<file path="src/hdl/trd_pkg.sv">
// Package for the touch release debounce block: request and result types,
// edge FIFO entry type, request and register codes, reset values.
// No dependencies.
package trd_pkg;

  localparam int EDGE_DEPTH_DEF = 8;

  localparam logic [11:0] MAX_X_RST     = 12'd319;
  localparam logic [11:0] MAX_Y_RST     = 12'd239;
  localparam logic [3:0]  REL_SAMP_RST  = 4'd3;

  localparam logic [1:0] REQ_SAMPLE = 2'd0;
  localparam logic [1:0] REQ_POP    = 2'd1;
  localparam logic [1:0] REQ_QUERY  = 2'd2;

  localparam logic [1:0] CFG_MAX_X    = 2'd0;
  localparam logic [1:0] CFG_MAX_Y    = 2'd1;
  localparam logic [1:0] CFG_REL_SAMP = 2'd2;

  typedef struct packed {
    logic [1:0]  req_type;
    logic        read_ok;
    logic        touch_down;
    logic [15:0] raw_x;
    logic [15:0] raw_y;
    logic [31:0] now_ms;
    logic [31:0] window_ms;
  } trd_req_t;

  typedef struct packed {
    logic        snap_pressed;
    logic [11:0] snap_x;
    logic [11:0] snap_y;
    logic [31:0] snap_seq;
    logic [31:0] snap_time;
    logic        edge_valid;
    logic        edge_is_down;
    logic [11:0] edge_x;
    logic [11:0] edge_y;
    logic [31:0] edge_time;
    logic [31:0] edge_seq;
    logic        recently_active;
  } trd_rsp_t;

  typedef struct packed {
    logic        down;
    logic [11:0] x;
    logic [11:0] y;
    logic [31:0] tstamp;
    logic [31:0] seq;
  } trd_edge_t;

  typedef struct packed {
    logic push;
    logic pop;
  } trd_fifo_cmd_t;

endpackage

</file>
<file path="src/hdl/trd_stream_if.sv">
// Valid/ready channel carrying one payload per transfer.
// Payload type is given by the instance; no other dependencies.
interface trd_stream_if #(
  parameter type data_t = logic
);
  logic  valid;
  logic  ready;
  data_t data;

  modport source (output valid, output data, input ready);
  modport sink   (input valid, input data, output ready);
endinterface

</file>
<file path="src/hdl/trd_edge_fifo.sv">
// Edge FIFO: circular store with push, pop and the full-store coalesce scan.
// Depends on trd_pkg.
module trd_edge_fifo #(
  parameter int EDGE_DEPTH = trd_pkg::EDGE_DEPTH_DEF
) (
  input  logic                            clk_i,
  input  logic                            rst_ni,
  input  trd_pkg::trd_fifo_cmd_t          cmd_i,
  input  trd_pkg::trd_edge_t              word_i,
  output logic                            done_o,
  output logic                            hit_o,
  output logic [$clog2(EDGE_DEPTH+1)-1:0] count_o,
  output trd_pkg::trd_edge_t              rdata_o
);

  localparam int AW  = $clog2(EDGE_DEPTH);
  localparam int AW1 = AW + 1;
  localparam int CW  = $clog2(EDGE_DEPTH + 1);

  localparam logic [2:0] F_IDLE = 3'd0;
  localparam logic [2:0] F_POP  = 3'd1;
  localparam logic [2:0] F_SCAN = 3'd2;
  localparam logic [2:0] F_KEEP = 3'd3;
  localparam logic [2:0] F_NEW  = 3'd4;

  function automatic logic [AW-1:0] slot(input logic [AW-1:0] base,
                                         input logic [AW-1:0] off);
    logic [AW:0] s;
    s = {1'b0, base} + {1'b0, off};
    if (s >= AW1'(EDGE_DEPTH)) begin
      s = s - AW1'(EDGE_DEPTH);
    end
    return s[AW-1:0];
  endfunction

  trd_pkg::trd_edge_t mem_q [EDGE_DEPTH];
  trd_pkg::trd_edge_t rdata_q;
  trd_pkg::trd_edge_t new_q, new_d;

  logic [2:0]    state_q, state_d;
  logic [AW-1:0] head_q, head_d;
  logic [CW-1:0] count_q, count_d;
  logic [AW-1:0] off_q, off_d;
  logic          done_q, done_d;
  logic          hit_q, hit_d;

  logic               we, rd_en;
  logic [AW-1:0]      wa, ra;
  trd_pkg::trd_edge_t wd;

  always_comb begin
    state_d = state_q;
    head_d  = head_q;
    count_d = count_q;
    off_d   = off_q;
    done_d  = 1'b0;
    hit_d   = hit_q;
    new_d   = new_q;
    we      = 1'b0;
    wa      = '0;
    wd      = new_q;
    rd_en   = 1'b0;
    ra      = head_q;
    case (state_q)
      F_IDLE: begin
        if (cmd_i.push) begin
          new_d = word_i;
          wd    = word_i;
          if (count_q < CW'(EDGE_DEPTH)) begin
            we      = 1'b1;
            wa      = slot(head_q, count_q[AW-1:0]);
            count_d = count_q + CW'(1);
            done_d  = 1'b1;
          end else if (word_i.down) begin
            we      = 1'b1;
            head_d  = '0;
            count_d = CW'(1);
            done_d  = 1'b1;
          end else begin
            rd_en   = 1'b1;
            ra      = slot(head_q, AW'(EDGE_DEPTH - 1));
            off_d   = AW'(EDGE_DEPTH - 1);
            state_d = F_SCAN;
          end
        end else if (cmd_i.pop) begin
          if (count_q != '0) begin
            rd_en   = 1'b1;
            head_d  = slot(head_q, AW'(1));
            count_d = count_q - CW'(1);
            hit_d   = 1'b1;
            state_d = F_POP;
          end else begin
            hit_d  = 1'b0;
            done_d = 1'b1;
          end
        end
      end
      F_POP: begin
        done_d  = 1'b1;
        state_d = F_IDLE;
      end
      F_SCAN: begin
        if (rdata_q.down) begin
          state_d = F_KEEP;
        end else if (off_q == '0) begin
          we      = 1'b1;
          head_d  = '0;
          count_d = CW'(1);
          done_d  = 1'b1;
          state_d = F_IDLE;
        end else begin
          rd_en = 1'b1;
          ra    = slot(head_q, off_q - AW'(1));
          off_d = off_q - AW'(1);
        end
      end
      F_KEEP: begin
        we      = 1'b1;
        wd      = rdata_q;
        state_d = F_NEW;
      end
      F_NEW: begin
        we      = 1'b1;
        wa      = AW'(1);
        head_d  = '0;
        count_d = CW'(2);
        done_d  = 1'b1;
        state_d = F_IDLE;
      end
      default: begin
        state_d = F_IDLE;
      end
    endcase
  end

  always_ff @(posedge clk_i or negedge rst_ni) begin
    if (!rst_ni) begin
      state_q <= F_IDLE;
      head_q  <= '0;
      count_q <= '0;
      off_q   <= '0;
      done_q  <= 1'b0;
      hit_q   <= 1'b0;
    end else begin
      state_q <= state_d;
      head_q  <= head_d;
      count_q <= count_d;
      off_q   <= off_d;
      done_q  <= done_d;
      hit_q   <= hit_d;
    end
  end

  always_ff @(posedge clk_i) begin
    new_q <= new_d;
    if (we) begin
      mem_q[wa] <= wd;
    end
    if (rd_en) begin
      rdata_q <= mem_q[ra];
    end
  end

  assign done_o  = done_q;
  assign hit_o   = hit_q;
  assign count_o = count_q;
  assign rdata_o = rdata_q;

endmodule

</file>
<file path="src/hdl/touch_release_debounce_edge_fifo.sv">
// Touch release debounce with edge FIFO: top level, sequencer and snapshot.
// Depends on trd_pkg, trd_stream_if and trd_edge_fifo.
//
//  channel  dir  payload    transfer when
//  in_s     in   trd_req_t  in_s.valid && in_s.ready
//  out_s    out  trd_rsp_t  out_s.valid && out_s.ready
//  cfg      in   idx/data   cfg_we_i
//
// One request at a time: a sample that stores an edge and a pop wait for the
// edge FIFO, and a release into a full FIFO first scans it backward, one FIFO
// read per cycle. Result is held in an output register, so input is taken
// again while the last result waits; the next result stalls until it is free.
// Reset is asynchronous; FIFO entries are only read below the fill count.
module touch_release_debounce_edge_fifo #(
  parameter int EDGE_DEPTH = trd_pkg::EDGE_DEPTH_DEF
) (
  input  logic         clk_i,
  input  logic         rst_ni,
  input  logic         cfg_we_i,
  input  logic [1:0]   cfg_idx_i,
  input  logic [11:0]  cfg_wdata_i,
  trd_stream_if.sink   in_s,
  trd_stream_if.source out_s
);

  localparam int CW = $clog2(EDGE_DEPTH + 1);

  localparam logic [1:0] S_IDLE = 2'd0;
  localparam logic [1:0] S_EXEC = 2'd1;
  localparam logic [1:0] S_WAIT = 2'd2;
  localparam logic [1:0] S_DONE = 2'd3;

  logic [1:0] state_q, state_d;

  logic [11:0] max_x_q, max_y_q;
  logic [3:0]  rel_samp_q;

  trd_pkg::trd_req_t req_q;

  logic        stable_q;
  logic [3:0]  run_q;
  logic        cur_pressed_q;
  logic [11:0] cur_x_q, cur_y_q;
  logic [31:0] cur_seq_q, cur_time_q, act_time_q;
  logic        act_seen_q;

  logic               ev_q, ra_q;
  trd_pkg::trd_edge_t edge_q;

  trd_pkg::trd_rsp_t out_q, rsp;
  logic              out_valid_q;

  trd_pkg::trd_fifo_cmd_t fifo_cmd;
  trd_pkg::trd_edge_t     fifo_word, fifo_rdata;
  logic                   fifo_done, fifo_hit;
  logic [CW-1:0]          fifo_count;

  // sample and query evaluation
  logic        sample, confirm, publish, edge_ev, moved, act_upd, query_hit;
  logic [3:0]  run_inc;
  logic [11:0] nx, ny, new_x, new_y;
  logic [31:0] seq_inc, new_seq, age;
  logic        load_out;

  always_comb begin
    sample  = (req_q.req_type == trd_pkg::REQ_SAMPLE) && req_q.read_ok;
    run_inc = (run_q < rel_samp_q) ? run_q + 4'd1 : run_q;
    confirm = stable_q && !req_q.touch_down && (run_inc >= rel_samp_q);
    publish = sample && (req_q.touch_down || confirm);
    edge_ev = sample && (req_q.touch_down ? !stable_q : confirm);
    nx = (req_q.raw_x > {4'd0, max_x_q}) ? max_x_q : req_q.raw_x[11:0];
    ny = (req_q.raw_y > {4'd0, max_y_q}) ? max_y_q : req_q.raw_y[11:0];
    moved   = req_q.touch_down && ((nx != cur_x_q) || (ny != cur_y_q));
    seq_inc = cur_seq_q + 32'd1;
    if (seq_inc == 32'd0) begin
      seq_inc = 32'd1;
    end
    new_seq = (edge_ev || moved) ? seq_inc : cur_seq_q;
    new_x   = req_q.touch_down ? nx : cur_x_q;
    new_y   = req_q.touch_down ? ny : cur_y_q;
    act_upd = req_q.touch_down || cur_pressed_q;
    age       = req_q.now_ms - act_time_q;
    query_hit = cur_pressed_q || (act_seen_q && (age <= req_q.window_ms));
  end

  always_comb begin
    fifo_cmd.push    = (state_q == S_EXEC) && edge_ev;
    fifo_cmd.pop     = (state_q == S_EXEC) && (req_q.req_type == trd_pkg::REQ_POP);
    fifo_word.down   = req_q.touch_down;
    fifo_word.x      = new_x;
    fifo_word.y      = new_y;
    fifo_word.tstamp = req_q.now_ms;
    fifo_word.seq    = new_seq;
  end

  trd_edge_fifo #(
    .EDGE_DEPTH (EDGE_DEPTH)
  ) u_fifo (
    .clk_i   (clk_i),
    .rst_ni  (rst_ni),
    .cmd_i   (fifo_cmd),
    .word_i  (fifo_word),
    .done_o  (fifo_done),
    .hit_o   (fifo_hit),
    .count_o (fifo_count),
    .rdata_o (fifo_rdata)
  );

  assign load_out = (state_q == S_DONE) && (!out_valid_q || out_s.ready);

  always_comb begin
    state_d = state_q;
    case (state_q)
      S_IDLE: begin
        if (in_s.valid) begin
          state_d = S_EXEC;
        end
      end
      S_EXEC: begin
        if (fifo_cmd.push || fifo_cmd.pop) begin
          state_d = S_WAIT;
        end else begin
          state_d = S_DONE;
        end
      end
      S_WAIT: begin
        if (fifo_done) begin
          state_d = S_DONE;
        end
      end
      S_DONE: begin
        if (load_out) begin
          state_d = S_IDLE;
        end
      end
      default: begin
        state_d = S_IDLE;
      end
    endcase
  end

  always_comb begin
    rsp.snap_pressed    = cur_pressed_q;
    rsp.snap_x          = cur_x_q;
    rsp.snap_y          = cur_y_q;
    rsp.snap_seq        = cur_seq_q;
    rsp.snap_time       = cur_time_q;
    rsp.edge_valid      = ev_q;
    rsp.edge_is_down    = ev_q & edge_q.down;
    rsp.edge_x          = ev_q ? edge_q.x : 12'd0;
    rsp.edge_y          = ev_q ? edge_q.y : 12'd0;
    rsp.edge_time       = ev_q ? edge_q.tstamp : 32'd0;
    rsp.edge_seq        = ev_q ? edge_q.seq : 32'd0;
    rsp.recently_active = ra_q;
  end

  always_ff @(posedge clk_i or negedge rst_ni) begin
    if (!rst_ni) begin
      state_q       <= S_IDLE;
      max_x_q       <= trd_pkg::MAX_X_RST;
      max_y_q       <= trd_pkg::MAX_Y_RST;
      rel_samp_q    <= trd_pkg::REL_SAMP_RST;
      stable_q      <= 1'b0;
      run_q         <= 4'd0;
      cur_pressed_q <= 1'b0;
      cur_x_q       <= 12'd0;
      cur_y_q       <= 12'd0;
      cur_seq_q     <= 32'd0;
      cur_time_q    <= 32'd0;
      act_time_q    <= 32'd0;
      act_seen_q    <= 1'b0;
      ev_q          <= 1'b0;
      ra_q          <= 1'b0;
      out_valid_q   <= 1'b0;
    end else begin
      state_q <= state_d;
      if (cfg_we_i) begin
        case (cfg_idx_i)
          trd_pkg::CFG_MAX_X:    max_x_q    <= cfg_wdata_i;
          trd_pkg::CFG_MAX_Y:    max_y_q    <= cfg_wdata_i;
          trd_pkg::CFG_REL_SAMP: rel_samp_q <= cfg_wdata_i[3:0];
          default: ;
        endcase
      end
      if (state_q == S_EXEC) begin
        ev_q <= 1'b0;
        ra_q <= (req_q.req_type == trd_pkg::REQ_QUERY) && query_hit;
        if (sample) begin
          if (req_q.touch_down) begin
            stable_q <= 1'b1;
            run_q    <= 4'd0;
          end else if (stable_q) begin
            stable_q <= !confirm;
            run_q    <= confirm ? 4'd0 : run_inc;
          end else begin
            run_q <= 4'd0;
          end
        end
        if (publish) begin
          cur_pressed_q <= req_q.touch_down;
          cur_x_q       <= new_x;
          cur_y_q       <= new_y;
          cur_seq_q     <= new_seq;
          cur_time_q    <= req_q.now_ms;
          if (act_upd) begin
            act_time_q <= req_q.now_ms;
            act_seen_q <= 1'b1;
          end
        end
      end
      if ((state_q == S_WAIT) && fifo_done && (req_q.req_type == trd_pkg::REQ_POP)) begin
        ev_q <= fifo_hit;
      end
      if (load_out) begin
        out_valid_q <= 1'b1;
      end else if (out_s.ready) begin
        out_valid_q <= 1'b0;
      end
    end
  end

  always_ff @(posedge clk_i) begin
    if (in_s.valid && in_s.ready) begin
      req_q <= in_s.data;
    end
    if ((state_q == S_WAIT) && fifo_done) begin
      edge_q <= fifo_rdata;
    end
    if (load_out) begin
      out_q <= rsp;
    end
  end

  assign in_s.ready  = (state_q == S_IDLE);
  assign out_s.valid = out_valid_q;
  assign out_s.data  = out_q;

`ifndef SYNTHESIS
  a_fifo_count_range: assert property (@(posedge clk_i) disable iff (!rst_ni)
    fifo_count <= CW'(EDGE_DEPTH))
    else $error("edge FIFO count beyond depth");

  a_fifo_done_in_wait: assert property (@(posedge clk_i) disable iff (!rst_ni)
    fifo_done |-> (state_q == S_WAIT))
    else $error("FIFO completion outside wait state");

  a_pressed_matches_debounce: assert property (@(posedge clk_i) disable iff (!rst_ni)
    cur_pressed_q == stable_q)
    else $error("snapshot pressed state differs from debounced state");

  a_seq_nonzero_when_pressed: assert property (@(posedge clk_i) disable iff (!rst_ni)
    cur_pressed_q |-> (cur_seq_q != 32'd0))
    else $error("sequence number zero while pressed");
`endif

endmodule

</file>
<file path="src/flat_wrapper.sv">
// flat-port wrapper written by rule: the top's interface ports become plain ports
module touch_release_debounce_edge_fifo_flat import trd_pkg::*;
#(
  parameter int EDGE_DEPTH = trd_pkg::EDGE_DEPTH_DEF
)
  (clk_i, rst_ni, cfg_we_i, cfg_idx_i, cfg_wdata_i, in_s_valid, in_s_data, in_s_ready, out_s_valid, out_s_data, out_s_ready);
  trd_stream_if #(.data_t(trd_req_t)) in_s_i ();
  trd_stream_if #(.data_t(trd_rsp_t)) out_s_i ();
  input  logic clk_i;
  input  logic rst_ni;
  input  logic cfg_we_i;
  input  logic [1:0] cfg_idx_i;
  input  logic [11:0] cfg_wdata_i;
  input wire logic [$bits(in_s_i.valid)-1:0] in_s_valid;
  input wire logic [$bits(in_s_i.data)-1:0] in_s_data;
  output wire logic [$bits(in_s_i.ready)-1:0] in_s_ready;
  output wire logic [$bits(out_s_i.valid)-1:0] out_s_valid;
  output wire logic [$bits(out_s_i.data)-1:0] out_s_data;
  input wire logic [$bits(out_s_i.ready)-1:0] out_s_ready;
  assign in_s_i.valid = in_s_valid;
  assign in_s_i.data = in_s_data;
  assign in_s_ready = in_s_i.ready;
  assign out_s_valid = out_s_i.valid;
  assign out_s_data = out_s_i.data;
  assign out_s_i.ready = out_s_ready;
  touch_release_debounce_edge_fifo #(.EDGE_DEPTH(EDGE_DEPTH)) u_core (.clk_i(clk_i), .rst_ni(rst_ni), .cfg_we_i(cfg_we_i), .cfg_idx_i(cfg_idx_i), .cfg_wdata_i(cfg_wdata_i), .in_s(in_s_i), .out_s(out_s_i));
endmodule
</file>
<file path="config.mk">
export PLATFORM = sky130hd
export DESIGN_NAME = touch_release_debounce_edge_fifo_flat
export DESIGN_NICKNAME = d
export VERILOG_FILES = /design/src/hdl/trd_pkg.sv /design/src/hdl/trd_stream_if.sv /design/src/hdl/trd_edge_fifo.sv /design/src/hdl/touch_release_debounce_edge_fifo.sv /design/src/flat_wrapper.sv
export SDC_FILE = /design/constraint.sdc
export NUM_CORES = 2
export LEC_CHECK = 0
export ABC_CLOCK_PERIOD_IN_PS = 18400
export BUFFER_PORTS_ARGS = -buffer_cell sky130_fd_sc_hd__buf_4
export CORE_ASPECT_RATIO = 1.2
export CORE_MARGIN = 2
export CORE_UTILIZATION = 29
export CTS_BUF_LIST = sky130_fd_sc_hd__clkbuf_2 sky130_fd_sc_hd__clkbuf_4 sky130_fd_sc_hd__clkbuf_8
export DETAILED_ROUTE_END_ITERATION = 10
export SLEW_MARGIN = 20
export SYNTH_ARGS = -nofsm -noshare
export SYNTH_HDL_FRONTEND = slang
export SYNTH_SLANG_ARGS = --single-unit
</file>
<file path="constraint.sdc">
create_clock -name clk_i -period 18.4 [get_ports clk_i]
set_input_delay 3.68 -clock clk_i [delete_from_list [all_inputs] [get_ports clk_i]]
set_output_delay 3.68 -clock clk_i [all_outputs]
set_load 0.01 [all_outputs]
</file>
==> impl_metrics.env <==
export IMPL_grt_usage=0.1494
export IMPL_tightest_slew_ns=1.232
export IMPL_synth_edf_count=1259
export IMPL_ys_async_sr_fraction=0.1220
export IMPL_required_ns=18.93
export IMPL_finalWorstSetupSlack_ns=10.87
export IMPL_syn_area_per_cell_um2=16.12
export IMPL_crit_family="buffers and inverters"
export IMPL_antenna_found_initial=9
export IMPL_cts_sinks=1434
export IMPL_period_share=0.4091
export IMPL_syn_inst=3644
export IMPL_wl_met1_um=66900
export IMPL_dieArea_um2=206200
export IMPL_cts_path_max_buffers=3
export IMPL_grt_pass1_wl_um=229100
export IMPL_post_cts_resized=0
export IMPL_synth_flop_cell="edfxtp_1"
export IMPL_wl_met3_um=8319
export IMPL_path_class="flip-flop to flip-flop"
export IMPL_final_antenna_net_count=0
export IMPL_cts_max_level=4
export IMPL_area_delta_synth_final_pct=17.55
export IMPL_max_slew_margin=0.1698
export IMPL_fmax_mhz=132.9
export IMPL_syn_cell_area_um2=58760
export IMPL_max_cap_violations=0
export IMPL_dr_pass1_iters=6
export IMPL_tritoncts="built"
export IMPL_routed_top_layer="met4"
export IMPL_post_route_drc_count=0
export IMPL_ys_warn_count=0
export IMPL_die_h_um=497.1
export IMPL_finalSetupTns_ns=0
export IMPL_p_leak_uw=0.02492
export IMPL_synth_nets=3875
export IMPL_wl_um=156700
export IMPL_cp_end_kind="flip-flop"
export IMPL_synth_cell_types=68
export IMPL_ys_seq_area_frac=0.7183
export IMPL_cp_slowest_cell="buf_4"
export IMPL_gp_congestion=0.8216
export IMPL_std_cell_rows=181
export IMPL_cts_hold_buffers=0
export IMPL_vdd_drop_max_mv=0.07715
export IMPL_setup_viol=0
export IMPL_start_util=0.2909
export IMPL_drt_iter0_markers=2817
export IMPL_coreArea_um2=202000
export IMPL_min_path_type="flip-flop to flip-flop"
export IMPL_finClkSkew_ns=0.09896
export IMPL_seqPwrFrac=0.469
export IMPL_num_vias=33170
export IMPL_rsz0062_at_grt="false"
export IMPL_critPathLaunchType="flip-flop"
export IMPL_drive_above_1_share=0.2641
export IMPL_clk_pin_slew_worst_paths_ns=0.07
export IMPL_p_int_uw=6956
export IMPL_pin_count=301
export IMPL_swShare=0.3121
export IMPL_viasPerCell=4.807
export IMPL_cp_common_cell="buf_4"
export IMPL_powerDensity_nw_per_um2=146.4
export IMPL_p_comb_frac=0.249
export IMPL_clk_latency_ns=1.00
export IMPL_crit_arrival_ns=8.06
export IMPL_cts_buffers=226
export IMPL_ys_ff_latch=1434
export IMPL_cpPeakStageDelay_ns=0.74
export IMPL_wl_per_cell_um=22.71
export IMPL_min_period_ns=7.527
export IMPL_wl_met2_um=76520
export IMPL_crit_buf_inv=5
export IMPL_dp_slack_ns=10.92
export IMPL_die_w_um=414.9
export IMPL_grt_pass1_vias=33800
export IMPL_stdcell_count=6901
export IMPL_grt_overflow_total=0
export IMPL_post_cts_buffers=0
export IMPL_power_frac_clock=0.282
export IMPL_hpwl_um=99440
export IMPL_cp_max_fo=58
export IMPL_crit_chain="inv_1 > ha_1 > a21boi_0 > o21ai_0 > nand2b_1 > a21oi_1 > mux2_2 > ha_1 > a21o_1 > a21o_1 > a21oi_1 > o21ai_0 > and2_2 > buf_4 > nand2_1 > buf_4 > nor3_1 > nand2_1 > nor2_4 > buf_4 > buf_4"
export IMPL_status="finished, final reports clean"
export IMPL_dp_cells=6479
export IMPL_nNetsFinal=4285
export IMPL_finalMaxSlewViolations=0
export IMPL_io_buffers=300
export IMPL_grt_max_degree=95
export IMPL_hold_viol=0
export IMPL_netSwitchingPower_uw=3155
export IMPL_root_buffer="clkbuf_8"
-- metrics by stage --
step                utilization  instance area [um^2]  power, uW  hold slack (ns)
floorplan                     -                 58760       6393           0.4196
detailed placement       0.3180                 64240       7342           0.4302
global placement         0.3179                 64230       7277           0.4272
global route             0.3419                 69060      10650           0.4099
finish                   0.3419                 69060      10110           0.3998
CTS                      0.3418                 69050      10230           0.3944
-- cell type report --
class	instances	area, um^2
flip-flops and latches	1434	42210
well taps	2653	3319
repair buffers	352	2661
clock inverters	106	937.1
inverters	135	511.7
multi-input cells	1905	15540
clock buffers	313	3876
fillers	19280	132900
diodes	3	7.507
-- kinds of logic after synthesis --
family | after synthesis | synth area share
AOI/OAI and AO/OA | 529 | 0.05863
xor gates and xnor gates | 109 | 0.01625
adders and majority gates | 112 | 0.02423
buffers and inverters | 305 | 0.02027
DFF | 1434 | 0.7183
muxes | 338 | 0.09862
and+or+nand+nor | 817 | 0.06367
-- layer usage --
layer	track usage	up-vias
met5	0	-
met4	0.05305	0
met3	0.02521	248
met2	0.2515	1173
met1	0.1938	16980
li1	-	14770
-- flip-flops by register name, indices dropped and copies added (netlist names), 2 cells and up --
signal and flops:
u_core.run_q 4, u_core.max_x_q 12, u_core.cur_time_q 32, u_core.out_s.data 180, u_core.max_y_q 12, u_core.u_fifo.state_q 3
u_core.u_fifo.new_q 89, u_core.u_fifo.mem_q 712, u_core.state_q 2, u_core.cur_seq_q 32, u_core.req_q 67, u_core.cur_x_q 12
u_core.rel_samp_q 4, u_core.act_time_q 32, u_core.edge_q 89, u_core.u_fifo.head_q 3, u_core.u_fifo.rdata_o 89, u_core.u_fifo.count_o 4
u_core.cur_y_q 12, u_core.fifo_word 33, u_core.u_fifo.off_q 3
-- synth_stat cells, types with 12 or more instances --
library cell,instances,area share
xor2_1,51,0.0076
o31ai_1,14,0.0018
o22ai_1,12,0.0013
o211ai_1,35,0.0045
xnor2_1,58,0.0086
and3_1,15,0.0016
a21o_1,32,0.0041
mux2_2,147,0.028
a211oi_1,24,0.0031
nand2_1,405,0.026
o21ai_0,130,0.011
buf_1,18,0.0011
and2_1,98,0.010
nor2_1,137,0.0088
nor2b_1,12,0.0013
clkbuf_1,121,0.0077
edfxtp_1,1259,0.64
buf_2,27,0.0023
o21a_1,12,0.0015
dfstp_2,16,0.0072
mux4_2,178,0.068
nand2b_1,17,0.0018
ha_1,109,0.023
nand4_1,28,0.0030
nand3_1,21,0.0018
inv_1,135,0.0086
a22oi_1,83,0.011
nor3_1,34,0.0029
dfrtp_1,159,0.068
a21oi_1,107,0.0091
mux2i_1,13,0.0022
-- power groups by stage --
stage,sequential [uW],clock (uW),combinational [uW]
final,4740,2850,2520
after floorplan,4730,0,1660
after global routing,4790,3070,2800
after CTS,4740,2930,2550
after global placement,4800,0,2480
after detailed placement,4800,0,2540
-- placed cells by master, fill, tap and decap left out, types with 15 or more instances in the layout --
| cell | netlist | final |
|---|---|---|
| clkbuf_8 | 0 | 245 |
| nand4_1 | 28 | 28 |
| a22oi_1 | 83 | 83 |
| mux4_2 | 178 | 178 |
| edfxtp_1 | 1259 | 1259 |
| a21oi_1 | 107 | 107 |
| xor2_1 | 51 | 50 |
| nand2_1 | 405 | 404 |
| dfrtp_1 | 159 | 158 |
| nor3_1 | 34 | 33 |
| mux2_2 | 147 | 147 |
| xnor2_1 | 58 | 58 |
| and2_1 | 98 | 94 |
| clkbuf_4 | 0 | 69 |
| nand3_1 | 21 | 20 |
| o21ai_0 | 130 | 127 |
| clkinv_1 | 0 | 39 |
| nand2b_1 | 17 | 17 |
| dfstp_2 | 16 | 16 |
| buf_4 | 3 | 350 |
| ha_1 | 109 | 109 |
| inv_1 | 135 | 134 |
| clkinv_2 | 0 | 38 |
| a211oi_1 | 24 | 24 |
| nor2_1 | 137 | 125 |
| o211ai_1 | 35 | 35 |
| a21o_1 | 32 | 31 |
| and3_1 | 15 | 15 |
-- final timing paths --
check                                       from                          to  slack, ns  cells after the start
setup / recovery            u_core.rel_samp_q[1]  u_core.u_fifo.mem_q[7][57]      10.87                     21
hold / removal             u_core.cur_time_q[10]      u_core.out_s.data[101]       0.40                      0
setup reg to reg            u_core.rel_samp_q[1]  u_core.u_fifo.mem_q[7][57]      10.87                     21
hold reg to reg            u_core.cur_time_q[10]      u_core.out_s.data[101]       0.40                      0
max in group asynchronous                 rst_ni        u_core.cur_seq_q[14]      14.31                      2
min in group asynchronous                 rst_ni        u_core.act_time_q[9]       2.76                      1
-- worst reg2reg max path: cells and delay by family, from the launching register on --
family                   cells  cell delay (ns)
AO/OA/AOI/OAI                7             1.46
multiplexers                 1             0.40
adder cells (fa/ha/maj)      2             0.55
AND/OR/NAND/NOR              6             1.66
buffers and inverters        5             2.43
flip-flops                   1             0.53
(Power assumes the default switching activity.)
